$ cat src/design/mdt_pkg.sv
// shared types, character codes and helpers for the dependency-file tokenizer
// no dependencies; imported by every module of the block
`default_nettype none

package mdt_pkg;

    localparam int POSITION_BITS_DEF = 32;
    localparam int OUT_BITS          = 32;
    localparam int QUEUE_DEPTH       = 4;
    localparam int MAX_EVENTS        = 3;

    // parse modes
    localparam logic [2:0] M_TARGET_SKIP = 3'd0;
    localparam logic [2:0] M_COMMENT     = 3'd1;
    localparam logic [2:0] M_TARGET_WORD = 3'd2;
    localparam logic [2:0] M_COLON       = 3'd3;
    localparam logic [2:0] M_PREREQ_SKIP = 3'd4;
    localparam logic [2:0] M_PREREQ_WORD = 3'd5;
    localparam logic [2:0] M_SKIP_LINE   = 3'd6;

    // event kinds
    localparam logic [1:0] EV_START = 2'd0;
    localparam logic [1:0] EV_DEP   = 2'd1;
    localparam logic [1:0] EV_END   = 2'd2;
    localparam logic [1:0] EV_ERR   = 2'd3;

    // error codes
    localparam logic [1:0] ERR_NONE   = 2'd0;
    localparam logic [1:0] ERR_TARGET = 2'd0;
    localparam logic [1:0] ERR_COLON  = 2'd1;
    localparam logic [1:0] ERR_PREREQ = 2'd2;

    // characters
    localparam logic [7:0] CH_BSLASH  = 8'h5C;
    localparam logic [7:0] CH_COLON   = 8'h3A;
    localparam logic [7:0] CH_HASH    = 8'h23;
    localparam logic [7:0] CH_DOLLAR  = 8'h24;
    localparam logic [7:0] CH_SEMI    = 8'h3B;
    localparam logic [7:0] CH_EQUAL   = 8'h3D;
    localparam logic [7:0] CH_PIPE    = 8'h7C;
    localparam logic [7:0] CH_PERCENT = 8'h25;
    localparam logic [7:0] CH_TAB     = 8'h09;
    localparam logic [7:0] CH_SPACE   = 8'h20;
    localparam logic [7:0] CH_NL      = 8'h0A;
    localparam logic [7:0] CH_NUL     = 8'h00;

    typedef struct packed {
        logic [1:0]          kind;
        logic [OUT_BITS-1:0] offset;
        logic [OUT_BITS-1:0] length;
        logic [1:0]          code;
    } t_event;

    // all events caused by one byte, slot 0 first
    typedef struct packed {
        logic [1:0]                  cnt;
        t_event [MAX_EVENTS-1:0]     ev;
    } t_bundle;

    function automatic logic is_word(input logic [7:0] c);
        logic r;
        r = !(c == CH_NUL || c == CH_TAB || c == CH_NL || c == CH_SPACE ||
              c == CH_DOLLAR || c == CH_COLON || c == CH_SEMI || c == CH_EQUAL ||
              c == CH_PIPE || c == CH_PERCENT);
        return r;
    endfunction

    function automatic logic is_blank(input logic [7:0] c);
        return (c == CH_SPACE) || (c == CH_TAB);
    endfunction

    // append one event, dropping it once all slots are taken
    function automatic t_bundle push(input t_bundle b, input logic [1:0] kind,
                                     input logic [OUT_BITS-1:0] offset,
                                     input logic [OUT_BITS-1:0] length,
                                     input logic [1:0] code);
        t_bundle r;
        r = b;
        if (r.cnt != 2'(MAX_EVENTS)) begin
            r.ev[r.cnt].kind   = kind;
            r.ev[r.cnt].offset = offset;
            r.ev[r.cnt].length = length;
            r.ev[r.cnt].code   = code;
            r.cnt              = r.cnt + 2'd1;
        end
        return r;
    endfunction

endpackage

`default_nettype wire

$ cat src/design/mdt_front.sv
// front end: takes one byte per cycle, runs the parse state and builds the event bundle
// depends on mdt_pkg; writes bundles into mdt_queue, taking no byte while it is full
`default_nettype none

module mdt_front
    import mdt_pkg::*;
#(
    parameter int POSITION_BITS = POSITION_BITS_DEF
) (
    input  wire logic    i_clk,
    input  wire logic    i_rst_n,
    input  wire logic    i_valid,
    output logic         o_ready,
    input  wire logic [7:0] i_data,
    input  wire logic    i_final,
    input  wire logic    i_q_full,
    output logic         o_q_write,
    output t_bundle      o_q_bundle
);

    localparam int PB  = POSITION_BITS;
    localparam int EXT = (PB > OUT_BITS) ? PB : OUT_BITS;
    localparam logic [PB-1:0] POS_MAX = {PB{1'b1}};

    logic [2:0]    r_mode, n_mode;
    logic [PB-1:0] r_pos, n_pos;
    logic [PB-1:0] r_begin, n_begin;
    logic          r_esc, n_esc;
    logic [PB-1:0] r_esc_at, n_esc_at;

    logic          acc;
    logic [PB-1:0] p, e;
    logic          do_colon, do_prereq;
    t_bundle       b;

    function automatic logic [OUT_BITS-1:0] to_out(input logic [PB-1:0] v);
        logic [EXT-1:0] t;
        t = EXT'(v);
        return t[OUT_BITS-1:0];
    endfunction

    assign o_ready = !i_q_full;
    assign acc     = i_valid && o_ready;
    assign p       = r_pos;
    assign e       = (r_pos == POS_MAX) ? r_pos : r_pos + PB'(1);

    always_comb begin
        b         = '0;
        n_mode    = r_mode;
        n_esc     = 1'b0;
        n_esc_at  = r_esc_at;
        n_begin   = r_begin;
        do_colon  = 1'b0;
        do_prereq = 1'b0;

        unique case (r_mode)
            M_TARGET_SKIP: begin
                if (r_esc) begin
                    if (i_data == CH_NL) begin
                        b = push(b, EV_ERR, to_out(r_esc_at), '0, ERR_TARGET);
                    end else begin
                        n_begin = r_esc_at;
                        n_mode  = M_TARGET_WORD;
                    end
                end else if (i_data == CH_HASH) begin
                    n_mode = M_COMMENT;
                end else if (is_blank(i_data) || i_data == CH_NL) begin
                    n_mode = r_mode;
                end else if (i_data == CH_BSLASH) begin
                    n_esc    = 1'b1;
                    n_esc_at = p;
                end else if (is_word(i_data)) begin
                    n_begin = p;
                    n_mode  = M_TARGET_WORD;
                end else begin
                    b      = push(b, EV_ERR, to_out(p), '0, ERR_TARGET);
                    n_mode = M_SKIP_LINE;
                end
            end
            M_COMMENT: begin
                if (i_data == CH_NL) n_mode = M_TARGET_SKIP;
            end
            M_TARGET_WORD: begin
                if (r_esc) begin
                    if (i_data == CH_NL) begin
                        b = push(b, EV_START, to_out(r_begin),
                                 to_out(PB'(r_esc_at - r_begin)), ERR_NONE);
                        n_mode = M_COLON;
                    end
                end else if (i_data == CH_BSLASH) begin
                    n_esc    = 1'b1;
                    n_esc_at = p;
                end else if (!is_word(i_data)) begin
                    b = push(b, EV_START, to_out(r_begin),
                             to_out(PB'(p - r_begin)), ERR_NONE);
                    n_mode   = M_COLON;
                    do_colon = 1'b1;
                end
            end
            M_COLON: begin
                if (!r_esc) begin
                    do_colon = 1'b1;
                end else if (i_data != CH_NL) begin
                    b      = push(b, EV_ERR, to_out(r_esc_at), '0, ERR_COLON);
                    b      = push(b, EV_END, '0, '0, ERR_NONE);
                    n_mode = M_SKIP_LINE;
                end
            end
            M_PREREQ_SKIP: begin
                if (!r_esc) begin
                    do_prereq = 1'b1;
                end else if (i_data != CH_NL) begin
                    n_begin = r_esc_at;
                    n_mode  = M_PREREQ_WORD;
                end
            end
            M_PREREQ_WORD: begin
                if (r_esc) begin
                    if (i_data == CH_NL) begin
                        b = push(b, EV_DEP, to_out(r_begin),
                                 to_out(PB'(r_esc_at - r_begin)), ERR_NONE);
                        n_mode = M_PREREQ_SKIP;
                    end
                end else if (i_data == CH_BSLASH) begin
                    n_esc    = 1'b1;
                    n_esc_at = p;
                end else if (!is_word(i_data)) begin
                    b = push(b, EV_DEP, to_out(r_begin),
                             to_out(PB'(p - r_begin)), ERR_NONE);
                    n_mode    = M_PREREQ_SKIP;
                    do_prereq = 1'b1;
                end
            end
            default: begin
                if (i_data == CH_NL) n_mode = M_TARGET_SKIP;
            end
        endcase

        // byte handling shared by the word states, the colon state and the prerequisite skip state
        if (do_colon) begin
            if (is_blank(i_data)) begin
                n_mode = M_COLON;
            end else if (i_data == CH_BSLASH) begin
                n_esc    = 1'b1;
                n_esc_at = p;
            end else if (i_data == CH_COLON) begin
                n_mode = M_PREREQ_SKIP;
            end else begin
                b      = push(b, EV_ERR, to_out(p), '0, ERR_COLON);
                b      = push(b, EV_END, '0, '0, ERR_NONE);
                n_mode = (i_data == CH_NL) ? M_TARGET_SKIP : M_SKIP_LINE;
            end
        end
        if (do_prereq) begin
            if (is_blank(i_data)) begin
                n_mode = M_PREREQ_SKIP;
            end else if (i_data == CH_BSLASH) begin
                n_esc    = 1'b1;
                n_esc_at = p;
            end else if (i_data == CH_NL) begin
                b      = push(b, EV_END, '0, '0, ERR_NONE);
                n_mode = M_TARGET_SKIP;
            end else if (is_word(i_data)) begin
                n_begin = p;
                n_mode  = M_PREREQ_WORD;
            end else begin
                b      = push(b, EV_ERR, to_out(p), '0, ERR_PREREQ);
                b      = push(b, EV_END, '0, '0, ERR_NONE);
                n_mode = M_SKIP_LINE;
            end
        end

        // end of file closes whatever is still open
        if (i_final) begin
            unique case (n_mode)
                M_TARGET_SKIP: begin
                    if (n_esc) begin
                        b = push(b, EV_START, to_out(n_esc_at),
                                 to_out(PB'(e - n_esc_at)), ERR_NONE);
                        b = push(b, EV_ERR, to_out(e), '0, ERR_COLON);
                        b = push(b, EV_END, '0, '0, ERR_NONE);
                    end
                end
                M_TARGET_WORD: begin
                    b = push(b, EV_START, to_out(n_begin),
                             to_out(PB'(e - n_begin)), ERR_NONE);
                    b = push(b, EV_ERR, to_out(e), '0, ERR_COLON);
                    b = push(b, EV_END, '0, '0, ERR_NONE);
                end
                M_COLON: begin
                    b = push(b, EV_ERR, to_out(n_esc ? n_esc_at : e), '0, ERR_COLON);
                    b = push(b, EV_END, '0, '0, ERR_NONE);
                end
                M_PREREQ_SKIP: begin
                    if (n_esc) begin
                        b = push(b, EV_DEP, to_out(n_esc_at),
                                 to_out(PB'(e - n_esc_at)), ERR_NONE);
                    end
                    b = push(b, EV_END, '0, '0, ERR_NONE);
                end
                M_PREREQ_WORD: begin
                    b = push(b, EV_DEP, to_out(n_begin),
                             to_out(PB'(e - n_begin)), ERR_NONE);
                    b = push(b, EV_END, '0, '0, ERR_NONE);
                end
                default: begin
                    b = b;
                end
            endcase
            n_mode = M_TARGET_SKIP;
            n_esc  = 1'b0;
            n_pos  = '0;
        end else begin
            n_pos = e;
        end
    end

    assign o_q_write  = acc && (b.cnt != 2'd0);
    assign o_q_bundle = b;

    always_ff @(posedge i_clk) begin
        if (!i_rst_n) begin
            r_mode <= M_TARGET_SKIP;
            r_pos  <= '0;
            r_esc  <= 1'b0;
        end else if (acc) begin
            r_mode <= n_mode;
            r_pos  <= n_pos;
            r_esc  <= n_esc;
        end
    end

    always_ff @(posedge i_clk) begin
        if (acc) begin
            r_begin  <= n_begin;
            r_esc_at <= n_esc_at;
        end
    end

    a_final_restarts: assert property (@(posedge i_clk) disable iff (!i_rst_n)
        (acc && i_final) |=> (r_mode == M_TARGET_SKIP && r_pos == '0 && !r_esc))
        else $error("front did not restart after the final byte");

    a_no_empty_bundle: assert property (@(posedge i_clk) disable iff (!i_rst_n)
        o_q_write |-> (o_q_bundle.cnt != 2'd0 && !i_q_full))
        else $error("empty bundle or write into a full queue");

    a_pos_moves: assert property (@(posedge i_clk) disable iff (!i_rst_n)
        (acc && !i_final && $past(i_rst_n)) |=> (r_pos != '0))
        else $error("byte position wrapped");

endmodule

`default_nettype wire

$ cat src/design/mdt_queue.sv
// short bundle queue between the front and back ends
// depends on mdt_pkg for the bundle type and depth
`default_nettype none

module mdt_queue
    import mdt_pkg::*;
(
    input  wire logic    i_clk,
    input  wire logic    i_rst_n,
    input  wire logic    i_write,
    input  wire t_bundle i_bundle,
    output logic         o_full,
    input  wire logic    i_pop,
    output logic         o_valid,
    output t_bundle      o_head
);

    localparam int AW = $clog2(QUEUE_DEPTH);

    t_bundle         r_mem [QUEUE_DEPTH];
    logic [AW-1:0]   r_wp, r_rp;
    logic [AW:0]     r_cnt;

    assign o_full  = (r_cnt == (AW+1)'(QUEUE_DEPTH));
    assign o_valid = (r_cnt != '0);
    assign o_head  = r_mem[r_rp];

    always_ff @(posedge i_clk) begin
        if (!i_rst_n) begin
            r_wp  <= '0;
            r_rp  <= '0;
            r_cnt <= '0;
        end else begin
            if (i_write) r_wp <= r_wp + AW'(1);
            if (i_pop)   r_rp <= r_rp + AW'(1);
            r_cnt <= r_cnt + (AW+1)'(i_write) - (AW+1)'(i_pop);
        end
    end

    always_ff @(posedge i_clk) begin
        if (i_write) r_mem[r_wp] <= i_bundle;
    end

    a_no_overflow: assert property (@(posedge i_clk) disable iff (!i_rst_n)
        !(i_write && o_full) && !(i_pop && !o_valid))
        else $error("queue overflow or underflow");

    a_count_bound: assert property (@(posedge i_clk) disable iff (!i_rst_n)
        r_cnt <= (AW+1)'(QUEUE_DEPTH))
        else $error("queue count out of range");

    a_ptr_match: assert property (@(posedge i_clk) disable iff (!i_rst_n)
        (r_cnt == '0) |-> (r_wp == r_rp))
        else $error("queue pointers disagree with empty count");

endmodule

`default_nettype wire

$ cat src/design/mdt_back.sv
// back end: hands out the events of each queued bundle one per cycle while the output is not stalled
// depends on mdt_pkg; reads from mdt_queue, drives the result register
`default_nettype none

module mdt_back
    import mdt_pkg::*;
(
    input  wire logic    i_clk,
    input  wire logic    i_rst_n,
    input  wire logic    i_q_valid,
    input  wire t_bundle i_q_head,
    output logic         o_q_pop,
    output logic         o_valid,
    input  wire logic    i_ready,
    output t_event       o_event,
    output logic         o_last
);

    logic [1:0] r_idx;
    logic       r_valid;
    t_event     r_event;
    logic       r_last;
    logic       load;
    logic       at_last;

    assign load    = i_q_valid && (!r_valid || i_ready);
    assign at_last = (r_idx == 2'(i_q_head.cnt - 2'd1));
    assign o_q_pop = load && at_last;

    always_ff @(posedge i_clk) begin
        if (!i_rst_n) begin
            r_idx   <= '0;
            r_valid <= 1'b0;
        end else begin
            if (load) begin
                r_idx   <= at_last ? 2'd0 : r_idx + 2'd1;
                r_valid <= 1'b1;
            end else if (i_ready) begin
                r_valid <= 1'b0;
            end
        end
    end

    always_ff @(posedge i_clk) begin
        if (load) begin
            r_event <= i_q_head.ev[r_idx];
            r_last  <= at_last;
        end
    end

    assign o_valid = r_valid;
    assign o_event = r_event;
    assign o_last  = r_last;

    a_idx_in_bundle: assert property (@(posedge i_clk) disable iff (!i_rst_n)
        i_q_valid |-> (r_idx < i_q_head.cnt))
        else $error("event index beyond bundle count");

    a_pop_resets_idx: assert property (@(posedge i_clk) disable iff (!i_rst_n)
        o_q_pop |=> (r_idx == 2'd0 && r_valid && r_last))
        else $error("bundle popped without closing its last event");

    a_idle_idx: assert property (@(posedge i_clk) disable iff (!i_rst_n)
        !i_q_valid |-> (r_idx == 2'd0))
        else $error("event index left open with empty queue");

endmodule

`default_nettype wire

$ cat src/design/make_deps_tokenizer.sv
// top level of the dependency-file tokenizer: front end, bundle queue, back end
// depends on mdt_pkg, mdt_front, mdt_queue, mdt_back
//
// channel   dir  tdata                                   tuser          tlast
// s_axis    in   [7:0] data_byte                         -              final_byte
// m_axis    out  [31:0] word_offset [63:32] word_length  [1:0] kind     last_event
//                [65:64] error_code, rest zero
//
// a byte is taken every cycle while the bundle queue has room
// each byte makes zero to three events, handed out one per cycle by the back end while
// the output is not stalled, so the sustained rate is one byte per cycle while bytes
// average at most one event
// reset is synchronous and clears parse state, queue and output valid; no clearing pass
// a stalled result waits in the output register while bytes keep filling the queue
`default_nettype none

module make_deps_tokenizer
    import mdt_pkg::*;
#(
    parameter int POSITION_BITS = POSITION_BITS_DEF
) (
    input  wire logic        i_clk,
    input  wire logic        i_rst_n,
    input  wire logic        i_s_axis_tvalid,
    output logic             o_s_axis_tready,
    input  wire logic [7:0]  i_s_axis_tdata,   // [7:0] data_byte
    input  wire logic        i_s_axis_tlast,
    output logic             o_m_axis_tvalid,
    input  wire logic        i_m_axis_tready,
    output logic [71:0]      o_m_axis_tdata,   // [31:0] offset, [63:32] length, [65:64] code
    output logic [1:0]       o_m_axis_tuser,   // [1:0] event_kind
    output logic             o_m_axis_tlast
);

    logic    q_write, q_full, q_pop, q_valid;
    t_bundle q_in, q_head;
    t_event  ev;

    mdt_front #(
        .POSITION_BITS (POSITION_BITS)
    ) u_front (
        .i_clk      (i_clk),
        .i_rst_n    (i_rst_n),
        .i_valid    (i_s_axis_tvalid),
        .o_ready    (o_s_axis_tready),
        .i_data     (i_s_axis_tdata),
        .i_final    (i_s_axis_tlast),
        .i_q_full   (q_full),
        .o_q_write  (q_write),
        .o_q_bundle (q_in)
    );

    mdt_queue u_queue (
        .i_clk    (i_clk),
        .i_rst_n  (i_rst_n),
        .i_write  (q_write),
        .i_bundle (q_in),
        .o_full   (q_full),
        .i_pop    (q_pop),
        .o_valid  (q_valid),
        .o_head   (q_head)
    );

    mdt_back u_back (
        .i_clk     (i_clk),
        .i_rst_n   (i_rst_n),
        .i_q_valid (q_valid),
        .i_q_head  (q_head),
        .o_q_pop   (q_pop),
        .o_valid   (o_m_axis_tvalid),
        .i_ready   (i_m_axis_tready),
        .o_event   (ev),
        .o_last    (o_m_axis_tlast)
    );

    assign o_m_axis_tdata = {6'd0, ev.code, ev.length, ev.offset};
    assign o_m_axis_tuser = ev.kind;

endmodule

`default_nettype wire
$ cat config.mk
export PLATFORM = sky130hd
export DESIGN_NAME = make_deps_tokenizer
export DESIGN_NICKNAME = d
export VERILOG_FILES = /design/src/design/mdt_pkg.sv /design/src/design/mdt_front.sv /design/src/design/mdt_queue.sv /design/src/design/mdt_back.sv /design/src/design/make_deps_tokenizer.sv
export SDC_FILE = /design/constraint.sdc
export NUM_CORES = 2
export LEC_CHECK = 0
export CORE_ASPECT_RATIO = 0.9
export CORE_MARGIN = 1
export CORE_UTILIZATION = 30
export DETAILED_ROUTE_END_ITERATION = 7
export DONT_BUFFER_PORTS = 1
export PLACE_DENSITY = 0.4
export SLEW_MARGIN = 10
export SYNTH_ARGS = -nofsm -noshare
export SYNTH_HDL_FRONTEND = slang
export SYNTH_SLANG_ARGS = --single-unit
$ cat constraint.sdc
create_clock -name i_clk -period 15.9 [get_ports i_clk]
set_clock_uncertainty 0.05 [all_clocks]
set_input_delay 2.385 -clock i_clk [delete_from_list [all_inputs] [get_ports i_clk]]
set_output_delay 2.385 -clock i_clk [all_outputs]
set_load 0.1 [all_outputs]
Yosys cells after proc, flatten, opt, wreduce, memory -nomap -nowiden:

Memory sizes are Yosys's and may differ from the RTL's. A register that Yosys moved wholly into a read port is not among the register bits.
Index checks and enable logic that the tools add are counted.

* input port bits: 13
* register bits: 179
* memory bits (writable): 824
* output and inout port bits: 77
* logic and storage cells: 482
* memories kept: 1

Memory list
* u_queue.r_mem: depth 4, bits a word 206, read ports 1, clocked after memory_dff 1, write ports 1, RTL line mdt_queue.sv:20 `t_bundle r_mem [QUEUE_DEPTH];`

* reductions and logical operators: 38
* add/subtract/negate cells: 24
* equal/unequal tests: 36
* mux-type cells: 341
* order comparisons: 27

Operators by type and width (number)
* bitwise mux 204 bit: 70
* two-way mux 206 bit: 65
* demux 68 bit (select 2 bit): 52
* two-way mux 205 bit: 6
* two-way mux 68 bit: 17
* one-hot mux 206 bit (5 select lines): 1
* two-way mux 32 bit: 27
* two-way mux 66 bit: 13
* one-hot mux 206 bit (4 select lines): 1
* two-way mux 34 bit: 13
* binary-select mux 68 bit (select 2 bit): 1
* one-hot mux 32 bit (2 select lines): 2
* subtractor 32 bit: 4
* two-way mux 3 bit: 29
* == test 8 x 6 -> 1 bit (second input constant): 7
* < comparator 2 x 3 -> 1 bit (second input constant): 14
* two-way mux 2 bit: 20
* adder 2 x 1 -> 2 bit (second input constant): 16
* adder 32 x 1 -> 32 bit (second input constant): 1
* == test 32 bit (second input constant): 1
* greater-or-equal comparator 2 x 1 -> 1 bit (second input constant): 13
* inequality test 2 bit (second input constant): 13
* two-way mux 1 bit: 20
* logical AND 1 bit: 17
* 18 further kinds: 43

Depth between registers and ports, before layout:

* depth in word-level cells: 110
* depth in mapped cells: 24

By module:

A second synthesis with hierarchy kept.

* cells, all modules: 3842
* area, all modules: 51266.7 µm²

By module, submodules not included
* mdt_queue: area each 30148.9 µm², sequential area each 24923.9 µm², cells each 1118, times used 1
* mdt_front: area each 17375.4 µm², sequential area each 2642.5 µm², cells each 2397, times used 1
* mdt_back: area each 3693.5 µm², sequential area each 2132.0 µm², cells each 320, times used 1
* make_deps_tokenizer: area each 48.8 µm², sequential area each 0.0 µm², cells each 7, times used 1

Worst setup path before layout:

No wires, ideal clock.

* path kind: input port to flip-flop
* from: input i_s_axis_tdata[2]
* to: memory u_queue.r_mem[0][0] in the netlist's numbering (enable)
* arrival: 9.618 ns
* slack: 5.640 ns
* stages: 13
* path through: buf_2 > or4_1 > buf_4 > o21ai_2 > nor2_1 > o32a_1 > o221a_2 > a21boi_2 > a21oi_1 > a311oi_2 > o21ai_2 > inv_2 > and2_1

RTL lines
* from (decl): RTL line make_deps_tokenizer.sv:26 `input wire logic [7:0] i_s_axis_tdata,`
* to (decl): RTL line mdt_queue.sv:20

==> flow_summary.yaml <==
sta:
  post-route-min-period_ns: 8.57
  finalCritPeriodShare_pct: 53.9
  worstMarginPinSlew_ns: 1.24
  rsz0062_at_grt: "false"
  setup_viol_count_final: 0
  hold_viol_final: 0
  fin_setup_tns_ns: 0
  timing.hold.ws_ns: 0.534
  slew-limit-headroom_pct: 17.5
  slew_violations: 0
  setup_slack_ns: 7.33
  max_clock_freq_mhz: 117
clock_tree:
  ctsHoldBuffers: 0
  h-tree-depth: 3
  postCtsSetupRepairBufs: 0
  path_clk_slew_ns: 0.06
  cts_tree: "yes"
  cts-root-buf: "clkbuf_16"
  worstSkewPairLatency_ns: 0.76
  numCtsBuffers: 116
  postCtsResizedCells: 0
  clock_sinks: 1005
  cts_buffer_depth: 3
floorplan:
  rows: 144
  core_um2: 172000
  die-area_um2: 176000
  io_pins: 90
  fp.dieW_um: 441
  start_util_pct: 30.3
  die_h_um: 398
power:
  finalPower_mw: 9.22
  total_leakage_power_nw: 20.9
  power_density_nw_per_um2: 154
  peakVddDrop_mv: 0.0822
placed_design:
  portBuffers: 0
  gp_congestion: 0.935
  hpwl_um: 123000
  pre_cts_ws_ns: 6.76
  post_dp_cell_area_um2: 56000
cells_and_area:
  nets: 4460
  layout_commonest_cell: "edfxtp_1"
  final_cell_mix: "edfxtp_1 (957), nand2_1 (336), o21ai_0 (284), conb_1 (266), a21oi_1 (265)"
  drive_gt1_share_pct: 14.3
  fin_area_um2: 59800
  area_delta_synth_final_pct: 14.6
  fillers: 16833
yosys:
  avgSynthCellArea_um2: 12.8
  yosys_most_used_dff: "edfxtp_1"
  yosysSeqAreaShare_pct: 56.9
  ys_types: 114
  synth_seq_cells: 1005
  synthCells: 4071
  synthTopCellsByArea: "edfxtp_1 (55%), mux4_2 (8.9%), ha_1 (3.3%), o21ai_0 (2.7%), a21oi_1 (2.5%)"
  ys_async_sr_fraction_pct: 0
  yosys_warnings: 0
  synth_edf_count: 957
  syn_area_um2: 52200
  synth_top_cell_area_share_pct: 55.1
  yosys.area.top_type: "edfxtp_1"
global_route:
  grt_overflow_total: 0
  grtUsageTotal_pct: 21.3
  first_global_vias: 35061
  antenna_found_initial: 11
  grt_start_max_net_pins: 119
  grt_pass1_wl_um: 269000
setup_path:
  regToRegSetupSlack_ns: 8.38
  r2r_cells: 17
  critPathRequiredTime_ns: 16.23
  critPathLaunchType: "input port"
  endpoint_kind: "flop"
  arrival_ns: 8.90
  crit_type: "in2reg"
  rr_endpoint: "u_queue.r_mem[0][24]$_DFFE_PP_"
  path_max_fanout: 36
  reg2reg_from: "u_front.p[17]$_SDFFE_PN0P_"
outcome:
  status: "finished clean"
detailed_routing:
  firstDrtPassIters: 7
  drc: 0
  dr.first_iter.drc_count: 4075
  routed_wl_um: 189000
  wire_per_inst_um: 28.3
  final_antenna_net_count: 0
  num_vias: 36009
  viasPerCell: 5.40
worst_hold_path:
  min_from: "u_queue.r_rp[1]$_SDFFE_PN0P_"
  hold_path_class: "reg2reg"
  hold_depth: 2
flow_run:
  maxCapViolations: 0
-- flip-flops by register name, summed over array words and instances (netlist names), 2 cells and up, named ones only --
name	flops
u_back.o_event	68
u_back.r_idx	2
u_front.p	32
u_front.r_begin	32
u_front.r_esc_at	32
u_front.r_mode	3
u_queue.r_cnt	3
u_queue.r_mem	824
u_queue.r_rp	2
u_queue.r_wp	2
-- per-stage QoR --
step	util, %	std cells
after CTS	34.8	6667
after global routing	34.8	6667
final	34.8	6669
after detailed placement	32.6	6450
after floorplan	-	4336
after global placement	32.6	6450
-- cell usage after synthesis, types with 51 or more instances --
| cell type | count |
|---|---|
| o22ai_1 | 61 |
| nor2_1 | 219 |
| a22oi_1 | 73 |
| a21o_1 | 60 |
| nor2b_1 | 53 |
| nand2_1 | 337 |
| ha_1 | 137 |
| o21ai_0 | 285 |
| inv_1 | 136 |
| a21oi_1 | 265 |
| mux2i_1 | 105 |
| mux4_2 | 206 |
| edfxtp_1 | 957 |
| clkbuf_1 | 182 |
| xor2_1 | 51 |
| xnor2_1 | 103 |
-- power by group --
| group | total (mW) | switching [mW] | internal [mW] |
|---|---|---|---|
| Sequential | 4.27 | 0.896 | 3.37 |
| Clock | 2.69 | 1.15 | 1.54 |
| Combinational | 2.26 | 1.39 | 0.867 |
| Total | 9.22 | 3.44 | 5.78 |
-- final cells by class --
type,instances,area [um^2],area share (%)
Multi-Input combinational cell,2918,21900,36.6
Antenna cell,2,5.00,0.00837
Inverter,140,529,0.885
Timing Repair Buffer,124,993,1.66
Tap cell,2263,2830,4.74
Clock buffer,137,3020,5.06
Sequential cell,1005,29700,49.7
Clock inverter,80,790,1.32
-- critical path, stage by stage --
cell     delay (ns)
or4_1          0.77
nor2_1         0.35
o21ai_0        0.17
nand3_2        0.15
buf_4          0.38
buf_4          0.57
nand2_1        0.10
o21ai_0        0.16
ha_1           0.25
inv_1          0.07
fa_1           0.46
a21o_1         0.17
a21oi_1        0.40
o21a_1         0.28
nor3_1         0.12
o21ai_0        0.60
nand3_1        0.23
xor2_1         0.17
a22oi_1        0.08
o22ai_1        0.93
-- logic make-up after synthesis --
logic type	Yosys count	synth area share (%)
buf+inv	413	3.32
compound gates	1113	14.0
xor+xnor	154	2.59
fa+ha+maj	142	3.48
other cells	1	0.00719
flops	1005	56.9
mux	317	11.1
simple gates	926	8.57
-- routing by layer --
| metal | track usage [%] | vias to the layer above | wire (um) |
|---|---|---|---|
| met2 | 31.0 | 1427 | 80400 |
| met3 | 3.81 | 304 | 13800 |
| met1 | 31.3 | 18238 | 88000 |
| met5 | 0 | - | 39 |
| met4 | 7.72 | 6 | 6770 |
| li1 | - | 16034 | - |
-- how the worst max path moves through the flow --
stage	startpoint	slack (ns)	cells past startpoint	endpoint
final	i_s_axis_tdata[4]	7.33	20	u_queue.r_mem[0][24]$_DFFE_PP_
after global routing	i_s_axis_tdata[4]	7.06	22	u_queue.r_mem[1][32]$_DFFE_PP_
after CTS	i_s_axis_tdata[4]	7.58	22	u_queue.r_mem[3][32]$_DFFE_PP_
after detailed placement	i_s_axis_tdata[4]	6.76	22	u_queue.r_mem[1][32]$_DFFE_PP_
after global placement	i_s_axis_tdata[4]	6.80	22	u_queue.r_mem[1][32]$_DFFE_PP_
after floorplan	i_s_axis_tdata[2]	5.64	13	u_queue.r_mem[0][0]$_DFFE_PP_
Note: power is estimated with default switching activity, not from simulation.
